[config.mk]
export PLATFORM = sky130hd
export DESIGN_NAME = rbw_fifo
export DESIGN_NICKNAME = d
export VERILOG_FILES = /design/src/rtl/rbw_pkg.sv /design/src/rtl/rbw_fifo.sv
export SDC_FILE = /design/constraint.sdc
export NUM_CORES = 1
export LEC_CHECK = 0
export BUFFER_PORTS_ARGS = -buffer_cell sky130_fd_sc_hd__buf_2
export CORE_MARGIN = 2
export CORE_UTILIZATION = 45
export DETAILED_ROUTE_END_ITERATION = 7
export MAX_ROUTING_LAYER = met4
export PLACE_DENSITY = 0.66
export RECOVER_POWER = 50
export SKIP_LAST_GASP = 1
export SLEW_MARGIN = 20
export SYNTH_ARGS = -nofsm -noshare
export SYNTH_HDL_FRONTEND = slang
export SYNTH_SLANG_ARGS = --single-unit
export TNS_END_PERCENT = 20
[constraint.sdc]
create_clock -name clk -period 2.8 [get_ports clk]
set_clock_uncertainty 0.2 [all_clocks]
set_input_delay 0.28 -clock clk [delete_from_list [all_inputs] [get_ports clk]]
set_output_delay 0.28 -clock clk [all_outputs]
set_load 0.01 [all_outputs]
[src/rtl/rbw_pkg.sv]
// ----------------------------------------------------------------------------
// rbw_pkg
// Shared types, constants and codes of the rotation bilinear weight generator.
// ----------------------------------------------------------------------------
`default_nettype none

package rbw_pkg;

    localparam int REG_W         = 11;
    localparam int IDX_W         = 20;
    localparam int WGT_W         = 17;
    localparam int CMD_W         = 3;
    localparam int REG_IDX_W     = 2;
    localparam int FIFO_DEPTH    = 4;
    localparam int DEF_COORD_BITS = 10;
    localparam int DEF_FRAC_BITS  = 16;

    localparam logic [30:0]      SQRT3_Q30    = 31'd1859775393;
    localparam logic [WGT_W-1:0] WGT_ONE      = 17'd65536;

    localparam logic [REG_W-1:0] RST_GRID_W   = 11'd64;
    localparam logic [REG_W-1:0] RST_GRID_H   = 11'd64;
    localparam logic [REG_W-1:0] RST_DOM_W    = 11'd32;
    localparam logic [REG_W-1:0] RST_DOM_H    = 11'd32;

    typedef enum logic [CMD_W-1:0] {
        CMD_ROT_POS = 3'd0,
        CMD_ROT_NEG = 3'd1,
        CMD_SH_PP   = 3'd2,
        CMD_SH_PM   = 3'd3,
        CMD_SH_MP   = 3'd4,
        CMD_SH_MM   = 3'd5,
        CMD_FOLD    = 3'd6,
        CMD_NONE    = 3'd7
    } cmd_t;

    typedef enum logic [REG_IDX_W-1:0] {
        REG_GRID_W = 2'd0,
        REG_GRID_H = 2'd1,
        REG_DOM_W  = 2'd2,
        REG_DOM_H  = 2'd3
    } reg_idx_t;

    typedef enum logic [1:0] {
        KIND_ZERO = 2'd0,
        KIND_BIL  = 2'd1,
        KIND_FOLD = 2'd2
    } kind_t;

    typedef struct packed {
        logic [REG_W-1:0] grid_width;
        logic [REG_W-1:0] grid_height;
        logic [REG_W-1:0] domain_width;
        logic [REG_W-1:0] domain_height;
    } cfg_t;

    typedef struct packed {
        logic             in_range;
        logic [IDX_W-1:0] index_a;
        logic [IDX_W-1:0] index_b;
        logic [IDX_W-1:0] index_c;
        logic [IDX_W-1:0] index_d;
        logic [WGT_W-1:0] weight_a;
        logic [WGT_W-1:0] weight_b;
        logic [WGT_W-1:0] weight_c;
        logic [WGT_W-1:0] weight_d;
    } res_t;

endpackage

`default_nettype wire

[src/rtl/rbw_fifo.sv]
// ----------------------------------------------------------------------------
// rbw_fifo
// Small register queue with occupancy count.
// ----------------------------------------------------------------------------
`default_nettype none

module rbw_fifo
    import rbw_pkg::*;
#(
    parameter int WIDTH = 8,
    parameter int DEPTH = FIFO_DEPTH
)
(
    input  wire logic                     clk,
    input  wire logic                     rst_n,
    input  wire logic                     wr_en,
    input  wire logic [WIDTH-1:0]         wr_data,
    input  wire logic                     rd_en,
    output logic      [WIDTH-1:0]         rd_data,
    output logic      [$clog2(DEPTH):0]   count,
    output logic                          empty
);

    localparam int PW = $clog2(DEPTH);

    logic [WIDTH-1:0] mem_reg [DEPTH];
    logic [PW-1:0]    wr_ptr_reg, wr_ptr_next;
    logic [PW-1:0]    rd_ptr_reg, rd_ptr_next;
    logic [PW:0]      cnt_reg, cnt_next;

    always_comb
    begin
        wr_ptr_next = wr_ptr_reg;
        rd_ptr_next = rd_ptr_reg;
        cnt_next    = cnt_reg;
        if (wr_en)
        begin
            wr_ptr_next = PW'(wr_ptr_reg + 1'b1);
        end
        if (rd_en)
        begin
            rd_ptr_next = PW'(rd_ptr_reg + 1'b1);
        end
        if (wr_en && !rd_en)
        begin
            cnt_next = cnt_reg + 1'b1;
        end
        else if (!wr_en && rd_en)
        begin
            cnt_next = cnt_reg - 1'b1;
        end
    end

    always_ff @(posedge clk or negedge rst_n)
    begin
        if (!rst_n)
        begin
            wr_ptr_reg <= '0;
            rd_ptr_reg <= '0;
            cnt_reg    <= '0;
        end
        else
        begin
            wr_ptr_reg <= wr_ptr_next;
            rd_ptr_reg <= rd_ptr_next;
            cnt_reg    <= cnt_next;
        end
    end

    always_ff @(posedge clk)
    begin
        if (wr_en)
        begin
            mem_reg[wr_ptr_reg] <= wr_data;
        end
    end

    assign rd_data = mem_reg[rd_ptr_reg];
    assign count   = cnt_reg;
    assign empty   = (cnt_reg == '0);

endmodule

`default_nettype wire

; ---- Word level (Yosys, flattened, before mapping)
; Memory sizes are Yosys's and may differ from the RTL's.
; Index checks and enable logic that the tools add are counted.
[totals]
output_inout_bits = 12
word_cells = 18
mem_bits_rw = 32
inputBits = 12
ff_bits = 7
mem_count = 1
[classes]
addsub = 4
muxes = 4
n_reduce_logical = 6
[mem_list]
columns = name, words, width, read_ports, rd_ports_with_merged_regs, write_ports, line_no
row1 = mem_reg, 4, 8, 1, 0, 1, rbw_fifo.sv:26  ; logic [WIDTH-1:0] mem_reg [DEPTH];
[ops]
columns = operator, count
row1 = two-way mux 3 bit, 2
row2 = adder 2 x 1 -> 2 bit (second input constant), 2
row3 = adder 3 x 1 -> 3 bit (second input constant), 1
row4 = zero test 3 bit, 1
row5 = subtractor 3 x 1 -> 3 bit (second input constant), 1
row6 = logical AND 1 bit, 2
row7 = zero test 1 bit, 2
row8 = two-way mux 1 bit, 2
row9 = nonzero test 2 bit, 1

; ---- Depth between registers and ports, before layout
[logic_depth]
word_depth = 4
mapped_depth = 7
mapped_depth_nobuf = 7

; ---- Least setup slack after synthesis
; OpenSTA, ideal clock, no wires.
[synth_path]
kind = in2reg
start = in rd_en
end = reg cnt_reg[2] (netlist: count[2])
t_required_ns = 2.521
arrival_ns = 1.286
path_stages = 7
slack_ns = 1.235
setup_time_ns = 0.079
cell_sequence = inv_1 > ha_1 > inv_1 > fa_1 > xor2_1 > nor2_1 > xor2_1
[synth_between]
elab_chain_cells = 3
[synth_lines]
columns = element, line_no
row1 = "start, declared", rbw_fifo.sv:18  ; input wire logic rd_en,
row2 = zero test 1 bit, rbw_fifo.sv:44  ; if (wr_en && !rd_en)
row3 = logical AND 1 bit, rbw_fifo.sv:44
row4 = two-way mux 3 bit or nonzero test 2 bit (tied branches), -
row5 = "end signal, assigned", rbw_fifo.sv:66  ; cnt_reg <= cnt_next;
row6 = "end, declared", rbw_fifo.sv:29  ; logic [PW:0] cnt_reg, cnt_next;
; Several ways; a longest one is shown, not always the timed one.
; A chain may end at the register's enable or synchronous reset.

; ---- Worst setup path after layout
[layout_path]
start = reg rd_ptr_reg[0]
end = out rd_data[4]
[layout_between]
elab_chain_cells = 1
[layout_lines]
columns = element, line_no
row1 = "start, declared", rbw_fifo.sv:28  ; logic [PW-1:0] rd_ptr_reg, rd_ptr_next;
row2 = "start signal, assigned", rbw_fifo.sv:65  ; rd_ptr_reg <= rd_ptr_next;
row3 = memory (4 x 8 bit), -
row4 = "end, declared", rbw_fifo.sv:19  ; output logic [WIDTH-1:0] rd_data,
; No other way between the ends.

==> metrics.yaml <==
yosys:
  synthFlopType: "edfxtp_1"
  synth_seq_cells: 39
  ys_types: 16
  ys_async_sr_fraction: 0.179
  synth_most_common_cell: "edfxtp_1"
  netlist_top_cells_area: "edfxtp_1 (62%), mux4_2 (12%), dfrtp_1 (11%), ha_1 (4.1%), xor2_1 (2.3%)"
  syn-num-nets: 93
  yosysSeqAreaShare: 0.738
  avgSynthCellArea_um2: 20.5
  synth_top_area_cell: "edfxtp_1"
  syn_inst: 75
  synth.top_cell.area_share: 0.624
  yosys_warnings: 0
  netlist_area_mm2: 0.00154
  synth-edff-count: 32
  synth_common_cells: "edfxtp_1 (32), mux4_2 (8), dfrtp_1 (7), ha_1 (5)"
grt:
  grt_antenna_before_repair: 0
  grt_max_degree: 13
  grt_pass1_wl_mm: 3.90
  grt_pass1_vias: 798
  grt-ovfl-total: 0
  grt.total_usage: 0.141
floorplan:
  die_h_um: 62.5
  core_area_mm2: 0.00331
  pin_count: 24
  design.die.area_mm2: 0.00391
  die_x_um: 62.5
  placementRows: 21
  initial_core_util: 0.465
routing:
  wl_per_cell_um: 14.0
  ant_nets: 0
  avgViaCountPerCell: 4.66
  drc: 0
  wirelength_mm: 2.23
  first_iter_violations: 14
  dr.pass1.iters: 4
  num_vias: 745
placed_design:
  gp_congestion: 0.685
  port_buffers: 23
  hpwl_mm: 1.49
  place_inst: 142
  pre_cts_slack_ns: 0.882
sta:
  final_hold_viol_count: 0
  setup_violations: 0
  finalCritPeriodShare: 0.805
  drv_slew: 0
  tightest_slew_ns: 0.566
  max_slew_margin: 0.623
  setup_tns_ns: 0
  rsz0062_at_grt: "no"
  clock.fmax_mhz: 444
  min_period_ns: 2.25
  worst_slack_ns: 0.546
clock_network:
  cts_setup_buffers: 0
  cts_tree: "done"
  cts-root-buf: "clkbuf_4"
  htree_levels: 2
  cts.sinks: 39
  clk_latency_ns: 0.33
  cts.hold.buffers_added: 10
  cts_resized: 0
  cts_buffers: 5
  clkTransAtPathRegs_ns: 0.10
  cts_buffer_depth: 2
final_layout:
  fin_nets: 131
  syn_to_final_growth_pct: 19.7
  diodes: 0
  fin_cells: 160
  largest_reg_flops: 32
  drive_above_1_share: 0.246
worst_setup_path:
  end_kind: "output port"
  cp-start-kind: "flip-flop"
  critical-path-slowest-cell: "dfrtp_1"
  cpPeakStageDelay_ns: 0.72
  critPathKind: "reg -> out"
  cp_top_family: "flip-flops"
  crit_chain: "mux4_2, buf_2"
  required_ns: 2.32
  crit_path_max_fanout: 10
  cp.arrival_ns: 1.77
  cp.buffers_inverters: 1
pwr:
  peakVddDrop_v: 0.000384
  power_density_mw_per_mm2: 909
  p_leak_uw: 0.000675
flow_run:
  maxCapViolCount: 0
hold_path:
  hp-class: "in -> reg"
run_status:
  status: "complete, no violations"
## final timing paths
kind / start / to / slack (ns) / cells past startpoint
max: rd_ptr_reg[0]$_DFFE_PN0P_ / rd_data[4] / 0.55 / 2
min: wr_en / wr_ptr_reg[0]$_DFFE_PN0P_ / 0.01 / 2
max reg2reg: count[0]$_DFFE_PN0P_ / count[2]$_DFFE_PN0P_ / 1.22 / 4
min reg2reg: count[2]$_DFFE_PN0P_ / count[2]$_DFFE_PN0P_ / 0.30 / 1
max in group asynchronous: rst_n / wr_ptr_reg[1]$_DFFE_PN0P_ / 1.94 / 2
min in group asynchronous: rst_n / count[2]$_DFFE_PN0P_ / 0.16 / 2
## power breakdown
| group | switching, uW | internal [uW] |
|---|---|---|
| registers | 123 | 776 |
| clock network | 171 | 122 |
| logic | 217 | 266 |
## metal layers
layer	global-route usage	wire length, um
met4	0.0750	44
met2	0.211	1150
met5	-	0
met3	0.0396	87
met1	0.176	950
## worst register-to-register path, delay by kind of cell, from the launching register on
family | cells | cell delay [ns]
XOR/XNOR | 2 | 0.31
adder cells (fa/ha/maj) | 1 | 0.45
AND/OR/NAND/NOR | 1 | 0.11
flip-flops | 1 | 0.45
## area by class of cell
| type | count | area [um^2] |
|---|---|---|
| multi-input cells | 30 | 373 |
| fillers | 281 | 1470 |
| clock buffers | 7 | 55.1 |
| flip-flops and latches | 39 | 1140 |
| repair buffers | 33 | 201 |
| clock inverters | 1 | 5.00 |
| well taps | 46 | 57.6 |
| inverters | 4 | 15.0 |
## per-stage QoR
step,instance area (um^2),utilization,power [uW],hold WS (ns)
after floorplan,1540,-,1240,-0.216
after global placement,1700,0.512,1390,-0.0723
after detailed placement,1700,0.512,1410,-0.0688
after CTS,1860,0.561,1700,0.00430
after global routing,1840,0.557,1800,0.0131
final,1840,0.557,1670,0.0123
## cell usage in the layout, fill, tap and decap left out, types with 2 or more instances in the layout
cell type	synthesis	final
and2_1	4	4
buf_2	1	12
clkbuf_1	0	12
clkbuf_4	0	5
dfrtp_1	7	7
dlygate4sd3_1	0	10
edfxtp_1	32	32
ha_1	5	5
inv_1	4	4
mux4_2	8	8
nand2_1	2	2
xnor2_1	2	2
xor2_1	4	4
## cell families after synthesis
logic type	synth area share
flip-flops	0.738
XOR/XNOR	0.0341
adder cells (fa/ha/maj)	0.0536
multiplexers	0.124
AO/OA/AOI/OAI	0.00325
AND/OR/NAND/NOR	0.0268
buffers and inverters	0.0203
(Power assumes the default switching activity.)
