### src/rtl/rbw_pkg.sv
// ----------------------------------------------------------------------------
// rbw_pkg
// Shared types, constants and codes of the rotation bilinear weight generator.
// ----------------------------------------------------------------------------
`default_nettype none

package rbw_pkg;

    localparam int REG_W         = 11;
    localparam int IDX_W         = 20;
    localparam int WGT_W         = 17;
    localparam int CMD_W         = 3;
    localparam int REG_IDX_W     = 2;
    localparam int FIFO_DEPTH    = 4;
    localparam int DEF_COORD_BITS = 10;
    localparam int DEF_FRAC_BITS  = 16;

    localparam logic [30:0]      SQRT3_Q30    = 31'd1859775393;
    localparam logic [WGT_W-1:0] WGT_ONE      = 17'd65536;

    localparam logic [REG_W-1:0] RST_GRID_W   = 11'd64;
    localparam logic [REG_W-1:0] RST_GRID_H   = 11'd64;
    localparam logic [REG_W-1:0] RST_DOM_W    = 11'd32;
    localparam logic [REG_W-1:0] RST_DOM_H    = 11'd32;

    typedef enum logic [CMD_W-1:0] {
        CMD_ROT_POS = 3'd0,
        CMD_ROT_NEG = 3'd1,
        CMD_SH_PP   = 3'd2,
        CMD_SH_PM   = 3'd3,
        CMD_SH_MP   = 3'd4,
        CMD_SH_MM   = 3'd5,
        CMD_FOLD    = 3'd6,
        CMD_NONE    = 3'd7
    } cmd_t;

    typedef enum logic [REG_IDX_W-1:0] {
        REG_GRID_W = 2'd0,
        REG_GRID_H = 2'd1,
        REG_DOM_W  = 2'd2,
        REG_DOM_H  = 2'd3
    } reg_idx_t;

    typedef enum logic [1:0] {
        KIND_ZERO = 2'd0,
        KIND_BIL  = 2'd1,
        KIND_FOLD = 2'd2
    } kind_t;

    typedef struct packed {
        logic [REG_W-1:0] grid_width;
        logic [REG_W-1:0] grid_height;
        logic [REG_W-1:0] domain_width;
        logic [REG_W-1:0] domain_height;
    } cfg_t;

    typedef struct packed {
        logic             in_range;
        logic [IDX_W-1:0] index_a;
        logic [IDX_W-1:0] index_b;
        logic [IDX_W-1:0] index_c;
        logic [IDX_W-1:0] index_d;
        logic [WGT_W-1:0] weight_a;
        logic [WGT_W-1:0] weight_b;
        logic [WGT_W-1:0] weight_c;
        logic [WGT_W-1:0] weight_d;
    } res_t;

endpackage

`default_nettype wire

### src/rtl/rbw_front.sv
// ----------------------------------------------------------------------------
// rbw_front
// Classifies the command, maps the pixel to a fixed-point source point or
// runs the fold domain test; three steps, result written to the mid queue.
// ----------------------------------------------------------------------------
`default_nettype none

module rbw_front
    import rbw_pkg::*;
#(
    parameter int COORD_BITS = DEF_COORD_BITS,
    parameter int FRAC_BITS  = DEF_FRAC_BITS
)
(
    input  wire logic                   clk,
    input  wire logic                   rst_n,
    input  wire cfg_t                   cfg,
    input  wire logic                   in_vld,
    input  wire logic [CMD_W-1:0]       cmd,
    input  wire logic [COORD_BITS-1:0]  col,
    input  wire logic [COORD_BITS-1:0]  row,
    output logic                        mid_wr_en,
    output logic [2+2*(((COORD_BITS > REG_W) ? COORD_BITS : REG_W)+3+FRAC_BITS)+IDX_W-1:0]
                                        mid_wr_data,
    output logic [1:0]                  busy_cnt
);

    localparam int CW   = (COORD_BITS > REG_W) ? COORD_BITS : REG_W;
    localparam int IW   = CW + 3;
    localparam int XW   = IW + FRAC_BITS;
    localparam int PW   = CW + 31;
    localparam int SHR  = 31 - FRAC_BITS;
    localparam logic [PW:0] RND_C = (PW+1)'(1) << (30 - FRAC_BITS);
    localparam int QW   = 2 * CW + 6;

    // stage 1
    logic                 s1_vld_reg;
    cmd_t                 s1_cmd_reg;
    logic                 s1_on_grid_reg, s1_fold_ok_reg;
    logic signed [IW-1:0] s1_x1_reg, s1_y1_reg;
    logic [CW-1:0]        s1_ma_reg, s1_mb_reg;
    logic [CW-1:0]        s1_col_reg, s1_row_reg, s1_iy0_reg;
    logic [CW:0]          s1_a_reg, s1_b_reg;
    logic [CW+1:0]        s1_t_reg;

    logic [CW-1:0]        colx, rowx, gwx, ghx, dwx, hyx, rowf;
    logic [REG_W-1:0]     hx, hy;
    logic signed [IW-1:0] x1_c, y1_c;
    logic [IW-1:0]        x1_abs, y1_abs;
    logic                 is_rot;

    always_comb
    begin
        colx   = CW'(col);
        rowx   = CW'(row);
        gwx    = CW'(cfg.grid_width);
        ghx    = CW'(cfg.grid_height);
        dwx    = CW'(cfg.domain_width);
        hx     = cfg.grid_width >> 1;
        hy     = cfg.grid_height >> 1;
        hyx    = CW'(hy);
        x1_c   = IW'(colx) - IW'(hx);
        y1_c   = IW'(rowx) - IW'(hy);
        x1_abs = x1_c[IW-1] ? IW'(-x1_c) : IW'(x1_c);
        y1_abs = y1_c[IW-1] ? IW'(-y1_c) : IW'(y1_c);
        is_rot = (cmd_t'(cmd) == CMD_ROT_POS) || (cmd_t'(cmd) == CMD_ROT_NEG);
        rowf   = (rowx < hyx) ? CW'(ghx - 1'b1 - rowx) : rowx;
    end

    always_ff @(posedge clk or negedge rst_n)
    begin
        if (!rst_n)
        begin
            s1_vld_reg <= 1'b0;
        end
        else
        begin
            s1_vld_reg <= in_vld;
        end
    end

    always_ff @(posedge clk)
    begin
        if (in_vld)
        begin
            s1_cmd_reg     <= cmd_t'(cmd);
            s1_on_grid_reg <= (colx < gwx) && (rowx < ghx);
            s1_fold_ok_reg <= (colx < dwx);
            s1_x1_reg      <= x1_c;
            s1_y1_reg      <= y1_c;
            s1_ma_reg      <= is_rot ? x1_abs[CW-1:0] : gwx;
            s1_mb_reg      <= y1_abs[CW-1:0];
            s1_col_reg     <= colx;
            s1_row_reg     <= rowx;
            s1_iy0_reg     <= CW'(rowf - hyx);
            s1_a_reg       <= (CW+1)'({CW'(rowf - hyx), 1'b1});
            s1_b_reg       <= (CW+1)'(colx) + (CW+1)'(dwx);
            s1_t_reg       <= (CW+2)'({dwx, 1'b0}) - 1'b1 - (CW+2)'({colx, 1'b0});
        end
    end

    // stage 2: products
    logic                 s2_vld_reg;
    cmd_t                 s2_cmd_reg;
    logic                 s2_on_grid_reg, s2_fold_ok_reg;
    logic signed [IW-1:0] s2_x1_reg, s2_y1_reg;
    logic [CW-1:0]        s2_col_reg, s2_row_reg;
    logic [PW-1:0]        s2_pa_reg, s2_pb_reg;
    logic [2*CW+1:0]      s2_a2_reg, s2_b2_reg;
    logic [2*CW+3:0]      s2_t2_reg;
    logic [2*CW-1:0]      s2_i2_reg;
    logic [IDX_W-1:0]     s2_fidx_reg;

    always_ff @(posedge clk or negedge rst_n)
    begin
        if (!rst_n)
        begin
            s2_vld_reg <= 1'b0;
        end
        else
        begin
            s2_vld_reg <= s1_vld_reg;
        end
    end

    always_ff @(posedge clk)
    begin
        if (s1_vld_reg)
        begin
            s2_cmd_reg     <= s1_cmd_reg;
            s2_on_grid_reg <= s1_on_grid_reg;
            s2_fold_ok_reg <= s1_fold_ok_reg;
            s2_x1_reg      <= s1_x1_reg;
            s2_y1_reg      <= s1_y1_reg;
            s2_col_reg     <= s1_col_reg;
            s2_row_reg     <= s1_row_reg;
            s2_pa_reg      <= PW'(s1_ma_reg) * PW'(SQRT3_Q30);
            s2_pb_reg      <= PW'(s1_mb_reg) * PW'(SQRT3_Q30);
            s2_a2_reg      <= (2*CW+2)'(s1_a_reg) * (2*CW+2)'(s1_a_reg);
            s2_b2_reg      <= (2*CW+2)'(s1_b_reg) * (2*CW+2)'(s1_b_reg);
            s2_t2_reg      <= (2*CW+4)'(s1_t_reg) * (2*CW+4)'(s1_t_reg);
            s2_i2_reg      <= (2*CW)'(s1_iy0_reg) * (2*CW)'(s1_iy0_reg);
            s2_fidx_reg    <= IDX_W'(IDX_W'(s1_iy0_reg)
                              + IDX_W'(cfg.domain_height) * IDX_W'(s1_col_reg));
        end
    end

    // stage 3: source point and domain test, into the mid queue
    logic [PW:0]          pa_sum, pb_sum;
    logic [XW-1:0]        ra, rb;
    logic signed [XW-1:0] sa, sb, x1h, y1h, hxq, hyq, colq, rowq, xs, ys;
    logic [QW-1:0]        lhs1, rhs1, lhs2, rhs2;
    logic                 in_dom;
    kind_t                kind;

    always_comb
    begin
        pa_sum = {1'b0, s2_pa_reg} + RND_C;
        pb_sum = {1'b0, s2_pb_reg} + RND_C;
        ra     = XW'(pa_sum >> SHR);
        rb     = XW'(pb_sum >> SHR);
        sa     = s2_x1_reg[IW-1] ? -$signed(ra) : $signed(ra);
        sb     = s2_y1_reg[IW-1] ? -$signed(rb) : $signed(rb);
        x1h    = $signed({{FRAC_BITS{s2_x1_reg[IW-1]}}, s2_x1_reg}) <<< (FRAC_BITS - 1);
        y1h    = $signed({{FRAC_BITS{s2_y1_reg[IW-1]}}, s2_y1_reg}) <<< (FRAC_BITS - 1);
        hxq    = $signed(XW'(cfg.grid_width >> 1) << FRAC_BITS);
        hyq    = $signed(XW'(cfg.grid_height >> 1) << FRAC_BITS);
        colq   = $signed(XW'(s2_col_reg) << FRAC_BITS);
        rowq   = $signed(XW'(s2_row_reg) << FRAC_BITS);
        xs     = '0;
        ys     = '0;
        case (s2_cmd_reg)
            CMD_ROT_POS:
            begin
                xs = hxq - x1h - sb;
                ys = hyq + sa - y1h;
            end
            CMD_ROT_NEG:
            begin
                xs = hxq - x1h + sb;
                ys = hyq - sa - y1h;
            end
            CMD_SH_PP:
            begin
                xs = colq + hxq;
                ys = rowq + $signed(ra);
            end
            CMD_SH_PM:
            begin
                xs = colq + hxq;
                ys = rowq - $signed(ra);
            end
            CMD_SH_MP:
            begin
                xs = colq - hxq;
                ys = rowq + $signed(ra);
            end
            CMD_SH_MM:
            begin
                xs = colq - hxq;
                ys = rowq - $signed(ra);
            end
            default:
            begin
                xs = '0;
                ys = '0;
            end
        endcase

        lhs1   = QW'(s2_a2_reg) + QW'({s2_a2_reg, 1'b0});
        rhs1   = QW'({s2_b2_reg, 2'b00});
        lhs2   = QW'({s2_i2_reg, 2'b00});
        rhs2   = QW'(s2_t2_reg) + QW'({s2_t2_reg, 1'b0});
        in_dom = s2_fold_ok_reg && (lhs1 < rhs1) && (lhs2 < rhs2);

        kind = KIND_ZERO;
        if (s2_on_grid_reg)
        begin
            case (s2_cmd_reg)
                CMD_FOLD: kind = in_dom ? KIND_FOLD : KIND_ZERO;
                CMD_NONE: kind = KIND_ZERO;
                default:  kind = KIND_BIL;
            endcase
        end
    end

    assign mid_wr_en   = s2_vld_reg;
    assign mid_wr_data = {kind, xs, ys, s2_fidx_reg};
    assign busy_cnt    = {1'b0, s1_vld_reg} + {1'b0, s2_vld_reg};

endmodule

`default_nettype wire

### config.mk
export PLATFORM = sky130hd
export DESIGN_NAME = rbw_front
export DESIGN_NICKNAME = d
export VERILOG_FILES = /design/src/rtl/rbw_pkg.sv /design/src/rtl/rbw_front.sv
export SDC_FILE = /design/constraint.sdc
export NUM_CORES = 2
export LEC_CHECK = 0
export ABC_AREA = 1
export BUFFER_PORTS_ARGS = -buffer_cell sky130_fd_sc_hd__buf_2
export CORE_MARGIN = 2
export CORE_UTILIZATION = 55
export CTS_CLUSTER_DIAMETER = 150
export CTS_CLUSTER_SIZE = 16
export DETAILED_ROUTE_END_ITERATION = 10
export HOLD_SLACK_MARGIN = 0.02
export PLACE_DENSITY = 0.72
export SYNTH_ARGS = -nofsm -noshare
export SYNTH_HDL_FRONTEND = slang
export SYNTH_SLANG_ARGS = --single-unit
### constraint.sdc
create_clock -name clk -period 6.6 [get_ports clk]
set_input_delay 0.66 -clock clk [delete_from_list [all_inputs] [get_ports clk]]
set_output_delay 0.66 -clock clk [all_outputs]
set_load 0.005 [all_outputs]
# Yosys cells after proc, flatten, opt, wreduce, memory -nomap -nowiden
# Cells that the tools add are included.
# op_classes
addsub,29
mul,7
n_lt_le_gt_ge,6
eq_ne,8
n_mux,11
n_reduce_logical,10
# ops
op,count
30-bit case mux with 4 select lines,2
"42-bit by 15-bit adder with 43-bit output, second input constant",2
"11-bit by 31-bit multiplier with 42-bit output, second input constant",2
30-bit two-way mux,2
28-bit negator with 30-bit output,2
30-bit by 26-bit subtractor with 30-bit output,2
12-bit by 12-bit multiplier with 24-bit output,2
11-bit two-way mux,4
10-bit by 11-bit < comparator with 1-bit output,3
27-bit by 30-bit adder with 30-bit output,1
30-bit adder,1
27-bit by 30-bit subtractor with 30-bit output,1
30-bit subtractor,1
26-bit by 28-bit adder with 29-bit output,1
26-bit by 28-bit subtractor with 29-bit output,1
26-bit by 27-bit adder with 28-bit output,1
24-bit by 28-bit < comparator with 1-bit output,1
27-bit by 26-bit subtractor with 28-bit output,1
26-bit by 26-bit adder with 27-bit output,1
26-bit by 26-bit subtractor with 27-bit output,1
24-bit by 25-bit adder with 26-bit output,1
26-bit < comparator,1
13-bit by 13-bit multiplier with 26-bit output,1
11-bit by 11-bit multiplier with 22-bit output,1
other kinds (20),35
# totals
register_bits,354
out_inout_bits,85
wordCells,99

# Logic depth before layout (Yosys ltp)
# depth
word_depth,7
ltp_mapped,34

# Worst setup path after synthesis
# OpenSTA, ideal clock, no wires.
# synth_path
path_type,register -> output
startpoint,reg s1_vld_reg
endpoint,out busy_cnt[0]
arrival_time_ps,5472
slack_ps,468
stages_incl_launch_ff,2
path_buffers,0
path_cell_list,dfrtp_1 ha_1
# synth_via
elab_chain_len,1
# synth_rtl
element,line,text
"start, declared",rbw_front.sv:37,logic s1_vld_reg;
"start signal, assigned",rbw_front.sv:78,s1_vld_reg <= in_vld;
1-bit by 1-bit adder with 2-bit output,rbw_front.sv:229,"assign busy_cnt = {1'b0, s1_vld_reg} + {1'b0, s2_vld_reg};"
"end, declared",rbw_front.sv:25,output logic [1:0] busy_cnt
# Every way passes these cells.

==> impl_metrics.tcl <==
set metrics [dict create \
    drt-initial-drc-count 3758 \
    ant_nets 0 \
    syn2layout_area_growth_pct 5.784 \
    cp_slowest_stage_delay_ns 0.58 \
    r2r_setup_slack_ns 0.54 \
    die_w_um 325.9 \
    ys_seq_area_frac 0.1673 \
    stdcell_area_um2 60300 \
    dr_total_vias 47506 \
    ios 155 \
    synthArstFlopShare 0.006289 \
    drv_slew 0 \
    nNetsFinal 8655 \
    coreArea_um2 103200 \
    drive_above_1_share 0.05420 \
    crit_path_top_delay_cell "fa_2" \
    relSlewSlack 0.3294 \
    clkTransAtPathRegs_ns 0.07 \
    worst_clock_skew_ns 0.04548 \
    synth_area_leaders "fa_1 (22%), ha_1 (18%), edfxtp_1 (17%)" \
    insertion_delay_ns 0.62 \
    r2r-end "s2_a2_reg[21]" \
    max_freq_mhz 157.8 \
    worstMarginPinSlew_ns 1.006 \
    rr_worst_depth 25 \
    status "complete, no violations" \
    grt_pass1_wl_um 255200 \
    synth_compound_area_frac 0.1047 \
    antenna_found_initial 10 \
    rows 118 \
    die_h_um 325.9 \
    crit_top_cell "nand2_1" \
    synth_top_area_frac 0.2230 \
    rsz0062_at_grt "yes" \
    drc 0 \
    post-route-period-util 0.9603 \
    syn-num-nets 8544 \
    yosysMostFrequentCell "inv_1" \
    hold_violations 0 \
    worst_ep_required_time_ns 5.94 \
    grt_max_degree 77 \
    r2r_start "s1_iy0_reg[2]" \
    min-delay-start "row[0]" \
    grt_util_all_layers 0.3040 \
    yosysTopAreaCell "fa_1" \
    root_buffer "clkbuf_16" \
    start_util 0.5523 \
    nFillCells 9447 \
    crit_family "simple AND/OR/NAND/NOR gates" \
    hold_path_class "in -> reg" \
    cts_made_buffers 24 \
    dpl.hpwl_um 136700 \
    postSynthCellCount 7036 \
    cts_num_sinks 318 \
    htree_levels 1 \
    period_needed_ns 6.338 \
    cp-end-kind "output port" \
    synth_area_per_cell_um2 8.102 \
    yosys_warnings 0 \
    synth_edf_count 316 \
    wl_met1_um 69810 \
    yosys-mux-area-fraction 0.0003732 \
    synthFlopType "edfxtp_1" \
    placed_area_um2 59360 \
    holdWs_ns 0.2694 \
    dr_wl_met2_um 73980 \
    first_pass_iters 6 \
    drt-vias-per-instance 5.561 \
    hold_end "s1_row_reg[0]" \
    synth_seq_cells 318 \
    setup_viol_count_final 0 \
    die_area_um2 106200 \
    cp.arrival_ns 5.68 \
    worstSetupPathType "reg -> out" \
    grt_pass1_vias 46897 \
    cap_violations 0 \
    cp-start-kind "register" \
    utilization 0.5843 \
    routed_wl_um 161700 \
    syn_area_um2 57000 \
    synth_xor_area_frac 0.05406 \
    yosys-top-cells-count "inv_1 (1530), nand2_1 (1282), ha_1 (803), fa_1 (635), a21oi_1 (489)" \
    dr_wl_met3_um 12280 \
    routed.top_layer "met5" \
    cts_tree "done" \
    synth_cell_type_count 65 \
    synth_adder_area_share 0.3993 \
    wl_per_cell_um 18.93 \
    cts_buffer_depth 3 \
    synth_top_family_by_area "adder cells" \
    worstHoldPathCells 1 \
    portBuffers 154 \
    overflow 0 \
    synth-simple-area-share 0.1650 \
    crit_path_max_fanout 6 \
    gp_congestion 0.9952 \
    critPathBufInv 6 \
]
-- logic make-up after synthesis --
| kind of cell | Yosys count |
|---|---|
| AO/OA/AOI/OAI | 1047 |
| XOR/XNOR | 351 |
| adder cells (fa/ha/maj) | 1438 |
| flip-flops | 318 |
| buffers and inverters | 1659 |
| AND/OR/NAND/NOR | 2221 |
| multiplexers | 2 |
-- through the flow --
step                TNS (ns)  setup slack, ns  instances
floorplan                  0           0.4676       7036
CTS                        0          0.02207       8533
detailed placement         0           0.4180       8494
finish                     0           0.2621       8543
global route         -0.2674          -0.1128       8542
global placement           0           0.6578       8494
-- layer usage --
metal  up-vias  GRT usage
li1      22695          -
met1     22922     0.4147
met2      1607     0.4937
met4        10    0.09537
met3       272    0.05334
met5         -          0
-- cell type report --
| class | count | area, µm² | area share |
|---|---|---|---|
| Antenna cell | 4 | 10.01 | 0.0001660 |
| Clock buffer | 34 | 638.1 | 0.01058 |
| Clock inverter | 4 | 63.81 | 0.001058 |
| Inverter | 1550 | 5818 | 0.09649 |
| Multi-Input combinational cell | 5059 | 41420 | 0.6870 |
| Sequential cell | 318 | 9543 | 0.1583 |
| Tap cell | 1380 | 1727 | 0.02863 |
| Timing Repair Buffer | 194 | 1076 | 0.01784 |
-- how the worst max path moves through the flow --
stage             startpoint              end  slack (ns)  cells after the start
2_1_floorplan     s1_vld_reg      busy_cnt[0]        0.47                      1
3_3_place_gp   s2_pa_reg[14]  mid_wr_data[47]        0.66                     33
3_5_place_dp   s1_iy0_reg[1]    s2_a2_reg[21]        0.42                     25
4_1_cts        s2_pa_reg[14]  mid_wr_data[47]        0.02                     33
5_1_grt        s2_pa_reg[14]  mid_wr_data[47]       -0.11                     29
6_report       s2_pa_reg[14]  mid_wr_data[49]        0.26                     32
-- cells in the final DEF (no fill, tap or decap), types with 14 or more instances in the layout --
cell	instances
ha_1	796
nor2_2	24
a21boi_0	14
o2111ai_1	22
nand3b_1	20
xor2_1	255
fa_1	634
nand2_1	1279
o211ai_1	14
xnor2_1	93
nor2_1	387
buf_2	153
a21o_1	22
o21bai_1	27
o21ai_0	269
o31ai_1	15
nor4_1	16
o21a_1	25
or2_2	31
nand3_1	259
clkbuf_16	24
o21ai_1	21
inv_2	15
a31oi_1	39
nand4_1	60
buf_4	40
o221ai_1	18
nor3_1	70
edfxtp_1	316
nand2_2	26
inv_1	1530
a21oi_1	485
-- timing repair --
item	CTS	global route
buffers inserted	0	6
pin swaps	0	5
resized for setup	4	49
setup endpoints to repair	2	20
hold buffers	1	0
hold endpoints to repair	2	0
Power is not shown: default switching activity piles up to over one toggle a cycle in this logic, so the estimate is an artifact.
